$ cat config.mk
export PLATFORM = sky130hd
export DESIGN_NAME = spq_queue
export DESIGN_NICKNAME = d
export VERILOG_FILES = /design/src/hw/rtl/spq_pkg.sv /design/src/hw/rtl/spq_queue.sv
export SDC_FILE = /design/constraint.sdc
export NUM_CORES = 1
export LEC_CHECK = 0
export ABC_AREA = 1
export BUFFER_PORTS_ARGS = -buffer_cell sky130_fd_sc_hd__buf_2
export CORE_UTILIZATION = 45
export DETAILED_ROUTE_END_ITERATION = 10
export PLACE_DENSITY = 0.67
export SLEW_MARGIN = 20
export SYNTH_ARGS = -nofsm -noshare
export SYNTH_HDL_FRONTEND = slang
export SYNTH_SLANG_ARGS = --single-unit
$ cat constraint.sdc
create_clock -name clk -period 1.75 [get_ports clk]
set_input_delay 0.4375 -clock clk [delete_from_list [all_inputs] [get_ports clk]]
set_output_delay 0.4375 -clock clk [all_outputs]
set_load 0.03 [all_outputs]
$ cat src/hw/rtl/spq_pkg.sv
// ----------------------------------------------------------------------------
// spq_pkg
// Shared types and constants of the striped query profile builder.
// ----------------------------------------------------------------------------
`default_nettype none

package spq_pkg;

	localparam int MAX_QUERY_DEF  = 4096;
	localparam int ALPHABET_DEF   = 20;
	localparam int BYTE_LANES_DEF = 16;
	localparam int WORD_LANES_DEF = 8;

	// at most this many lanes per vector
	localparam int MAX_RESULTS = 16;

	localparam int LANE_W   = 4;
	localparam int RES_W    = 5;
	localparam int SEG_W    = 9;
	localparam int SCORE_W  = 8;
	localparam int VALUE_W  = 16;
	localparam int BIAS_W   = 8;
	localparam int DATA_W   = 32;
	localparam int ADDR_W   = 3;

	localparam int QUEUE_DEPTH = 4;
	localparam int QPTR_W      = 2;

	// register index as seen on paddr[2]
	localparam logic REG_WORD_MODE = 1'b0;
	localparam logic REG_BIAS      = 1'b1;

	typedef enum logic [1:0] {
		KIND_WRITE  = 2'd0,
		KIND_APPEND = 2'd1,
		KIND_CLEAR  = 2'd2,
		KIND_EMIT   = 2'd3
	} kind_t;

	typedef struct packed {
		kind_t               kind;
		logic [RES_W-1:0]    row;
		logic [RES_W-1:0]    col;
		logic [SCORE_W-1:0]  score;
		logic [RES_W-1:0]    residue;
		logic [SEG_W-1:0]    segment;
		logic                res_ok;
	} spq_cmd_t;

endpackage

`default_nettype wire

$ cat src/hw/rtl/spq_queue.sv
// ----------------------------------------------------------------------------
// spq_queue
// Short command queue between the front and the back.
// ----------------------------------------------------------------------------
`default_nettype none

module spq_queue (
	input  logic               clk,
	input  logic               arst_n,
	input  logic               push,
	input  spq_pkg::spq_cmd_t  cmd_in,
	input  logic               pop,
	output spq_pkg::spq_cmd_t  head,
	output logic               empty,
	output logic               full
);
	import spq_pkg::*;

	spq_cmd_t             entry_q [QUEUE_DEPTH];
	logic [QPTR_W-1:0]    wr_ptr_q;
	logic [QPTR_W-1:0]    rd_ptr_q;
	logic [QPTR_W:0]      count_q;

	assign empty = (count_q == '0);
	assign full  = (count_q == (QPTR_W+1)'(QUEUE_DEPTH));
	assign head  = entry_q[rd_ptr_q];

	always_ff @(posedge clk) begin
		if (push) begin
			entry_q[wr_ptr_q] <= cmd_in;
		end
	end

	always_ff @(posedge clk or negedge arst_n) begin
		if (!arst_n) begin
			wr_ptr_q <= '0;
			rd_ptr_q <= '0;
			count_q  <= '0;
		end else begin
			if (push) begin
				wr_ptr_q <= wr_ptr_q + 1'b1;
			end
			if (pop) begin
				rd_ptr_q <= rd_ptr_q + 1'b1;
			end
			case ({push, pop})
				2'b10:   count_q <= count_q + 1'b1;
				2'b01:   count_q <= count_q - 1'b1;
				default: count_q <= count_q;
			endcase
		end
	end

endmodule

`default_nettype wire

Word-level counts from Yosys, hierarchy flattened
Memory sizes are Yosys's and may differ from the RTL's. Cells that the tools add are included.

Register bits: 7. Bits in writable memories: 140. Output and inout port bits: 37. Logic and storage cells: 16. Memories kept: 1.

Memories: entry_q (words 4, width 35, read ports 1, clocked after Yosys merged registers in 0, wr ports 1, RTL line spq_queue.sv:19) `spq_cmd_t entry_q [QUEUE_DEPTH];`.

Add/subtract/negate cells: 4. Eq/ne operators: 3. Muxes and demuxes: 3. Reduce and logical (&&, ||, !) cells: 2.

Operators with widths (count): $pmux W3 S2 (1); $add A2 B1 Y2 const B (2); $add A3 B1 Y3 const B (1); $eq A3 B3 Y1 const B (1); $logic_not A3 Y1 (1); $sub A3 B1 Y3 const B (1); $eq A2 B1 Y1 const B (1); $eq A2 B2 Y1 const B (1); $mux W1 (2); $reduce_bool A2 Y1 (1).

Longest topological paths before layout
Depth after elaboration: 2. Gate-level depth with buffers: 10. Mapped depth without buffers: 9.

Worst setup path after synthesis
No wires, ideal clock.

Kind: input port to flip-flop. Start: input port push. End: memory entry_q[3][0] (netlist name) (enable). Setup time: 390 ps. Arrival time: 1435 ps. Path slack: -74 ps. Stages on the path: 3. Buffers on the path: 1. Path through: clkbuf_1 nand2_1 inv_1.

Longest elaborated chain between the ends: 2.

RTL lines: start: declaration (RTL line spq_queue.sv:10) `input logic push,`; $mux W1 (RTL line spq_queue.sv:29) `if (push) begin`; $mux W1 (not written as such) (RTL line spq_queue.sv:30) `entry_q[wr_ptr_q] <= cmd_in;`; end: declaration (RTL line spq_queue.sv:19).

No other way between the ends.

==> impl_metrics.env <==
export IMPL_status="finished with violations"
export IMPL_failed_checks="setup timing"
export IMPL_hold_viol_final=0
export IMPL_synth_distinct_cells=19
export IMPL_synthesized_instance_count=457
export IMPL_switchingPower_uw=5310
export IMPL_port_buffers=75
export IMPL_area_delta_synth_final_pct=24.7
export IMPL_maxSlewHeadroom_pct=84.2
export IMPL_core_region_area_um2=12800
export IMPL_cp_end_kind="output port"
export IMPL_max_slew_violation_count=0
export IMPL_layout_common_cells="140 x edfxtp_1, 116 x nand2_1, 79 x inv_1"
export IMPL_cts_inserted_buffers=17
export IMPL_leak_uw=0.00305
export IMPL_rr_endpoint="entry_q[1][15]$_DFFE_PP_"
export IMPL_timing_hold_ws_ps=236
export IMPL_final_period_minus_worst_setup_slack_ps=2140
export IMPL_layout_cells_most_common="edfxtp_1"
export IMPL_global_route_usage_met3_pct=4.75
export IMPL_total_of_flip_flops_plus_latches_after_synthesis=147
export IMPL_synth_area_per_cell_um2=13.1
export IMPL_worst_path_setup_slack_after_routing_ps=-388
export IMPL_i_o_pin_count=76
export IMPL_final_power_uw=14400
export IMPL_hold_path_endpoint="entry_q[3][33]$_DFFE_PP_"
export IMPL_timing_critical_path_from_type="flip-flop"
export IMPL_wire_length_of_the_first_global_routing_pass_um=17900
export IMPL_layout_filler_cells=1014
export IMPL_crit_arrival_ps=1700
export IMPL_power_frac_clock_pct=24.2
export IMPL_initial_antenna_violation_count=1
export IMPL_gpl_final_weighted_congestion=0.694
export IMPL_grt_setup_unrepaired="yes"
export IMPL_die_height_um=118
export IMPL_final_nets=596
export IMPL_detailedPlace_worstSlack_ps=53.7
export IMPL_grt_start_max_net_pins=81
export IMPL_avgViaCountPerCell=5.01
export IMPL_ff2ff_path_depth=5
export IMPL_detail_route_iter0_violations=255
export IMPL_dp_final_hpwl_um=6910
export IMPL_cap_viol_max_count=0
export IMPL_clkLatencyLatePin_ps=410
export IMPL_die_width_um=118
export IMPL_holdPathStages=1
export IMPL_proportion_of_power_drawn_by_combinational_gates_pct=41.8
export IMPL_drt_first_pass_iters=5
export IMPL_syn_cell_area_um2=6000
export IMPL_clk_root_buffer_cell="clkbuf_16"
export IMPL_finalInstanceArea_um2=7480
export IMPL_syn_nets=502
export IMPL_track_usage_pct=17.1
export IMPL_clkSinkCount=147
export IMPL_grtUsageMet2_pct=28.7
export IMPL_irDropWorstVdd_mv=0.924
export IMPL_htreeDepth=4
export IMPL_layout_area_seq_um2=4380
export IMPL_placed_area_um2=6630
export IMPL_synth_seq_area_share_pct=72.9
export IMPL_design_die_area_um2=13800
export IMPL_max_clock_freq_ghz=0.468
export IMPL_switching_share_pct=36.8
export IMPL_drt_drc_violations_left=0
export IMPL_critical_path_maximum_fanout=31
export IMPL_path_clk_slew_ps=60
export IMPL_dp_cells=698
export IMPL_initial_utilization_pct=46.8
export IMPL_cts_tree="built"
export IMPL_first_global_vias=3636
export IMPL_fin_worst_skew_ps=7.62
export IMPL_drtAntennaViolNets=0
export IMPL_clock_path_buffers=2
export IMPL_yosys_warnings=0
export IMPL_hp_start="cmd_in[33]"
export IMPL_multi_input_comb_area_um2=1120
export IMPL_postRouteWirelength_um=11900
export IMPL_path_class="flip-flop to output port"
export IMPL_required_ps=1310
export IMPL_layout_cell_share_with_drive_strength_beyond_1_pct=23.4
export IMPL_cell_internal_pwr_uw=9110
export IMPL_final_cell_count_no_fill=736
export IMPL_worst_slew_pin_slew_ps=237
export IMPL_grt_remaining_overflow=0
export IMPL_number_of_antenna_repair_diodes=0
export IMPL_final_setup_fails=35
export IMPL_rows=41
export IMPL_routed_wire_length_per_instance_um=16.1
export IMPL_pwr_share_seq_pct=34.0
export IMPL_vias=3690
export IMPL_final_min_period_over_clock_period_pct=122
export IMPL_most_used_routing_layer="met2"
export IMPL_grt_util_met1_pct=20.5
export IMPL_hold_path_class="input port to flip-flop"
export IMPL_powerDensity_nw_per_um2=1930
export IMPL_reg2reg_from="wr_ptr_q[1]$_DFFE_PN0P_"
export IMPL_setup_reg_to_reg_worst_slack_ps=380
-- critical path, stage by stage (launching register included) --
cell	delay, ps
dfrtp_4	580
clkbuf_16	240
o211ai_1	200
nand2_1	80
buf_2	180
-- synthesized netlist by cell type (all sizes together) --
master | count | area (µm²)
ha | 5 | 62.6
o211ai | 70 | 536
nand3 | 1 | 5.00
nand2 | 116 | 435
clkbuf | 1 | 3.75
xnor2 | 1 | 8.76
nor3 | 2 | 10.0
nand4 | 1 | 6.26
edfxtp | 140 | 4200
o21ai | 2 | 10.0
buf | 23 | 185
fa | 1 | 20.0
dfrtp | 7 | 175
inv | 84 | 315
xor2 | 3 | 26.3
-- registers in the layout (all words and copies together), names as in the netlist --
| name | cells |
|---|---|
| rd_ptr_q | 2 |
| wr_ptr_q | 2 |
| entry_q | 140 |
| count_q | 3 |
-- worst max path at each step --
stage	start	end	slack, ps	cells after the start
6_report	rd_ptr_q[0]$_DFFE_PN0P_	head[5]	-390	4
5_1_grt	rd_ptr_q[0]$_DFFE_PN0P_	head[28]	-440	4
4_1_cts	rd_ptr_q[0]$_DFFE_PN0P_	head[26]	-360	5
3_5_place_dp	push	count_q[2]$_DFFE_PN0P_	50	9
3_3_place_gp	rd_ptr_q[0]$_DFFE_PN0P_	head[14]	130	4
2_1_floorplan	push	count_q[1]$_DFFE_PN0P_	140	6
-- cell type report --
class	instances	area share [%]
repair buffers	99	11.5
flip-flops and latches	147	58.6
multi-input cells	202	15.0
clock inverters	13	1.89
inverters	84	4.41
well taps	172	2.88
clock buffers	19	5.78
-- routing by layer --
metal	wire (µm)	part of all wire, %
met1	5110	43
met2	5960	50
met3	631	5.3
met4	166	1.4
met5	12	0.10
-- power by group through the flow --
| stage | clock (µW) | combinational [µW] | sequential, µW |
|---|---|---|---|
| 6_report | 3490 | 6030 | 4900 |
| 5_1_grt | 3680 | 6510 | 4970 |
| 4_1_cts | 3540 | 5590 | 4860 |
| 3_5_place_dp | 0 | 5150 | 4920 |
| 3_3_place_gp | 0 | 5050 | 4900 |
| 2_1_floorplan | 0 | 3780 | 4830 |
-- cell families (layout without fill, tap and decap cells) --
kind of cell | count (synthesis) | in the layout | share of synthesized area [%]
DFF | 147 | 147 | 72.9
and+or+nand+nor | 120 | 120 | 7.61
buffers and inverters | 108 | 215 | 8.40
AOI/OAI and AO/OA | 72 | 72 | 9.09
adders and majority gates | 6 | 6 | 1.38
xor gates and xnor gates | 4 | 4 | 0.584
-- repair_timing --
action                                 in CTS  in global routing
hold buffers                                1                  0
gates cloned                                0                  5
endpoints found under the hold margin       7                  0
pin swaps                                   5                  1
resized for setup                          35                 16
setup buffers                               0                  0
setup endpoints to repair                  35                 36
-- per-stage QoR --
stage,setup TNS (ps),utilization [%]
6_report,-11620,58.4
3_5_place_dp,0,51.7
3_3_place_gp,0,51.7
2_1_floorplan,0,-
5_1_grt,-14270,58.4
4_1_cts,-10980,57.1
(Power assumes the default switching activity.)
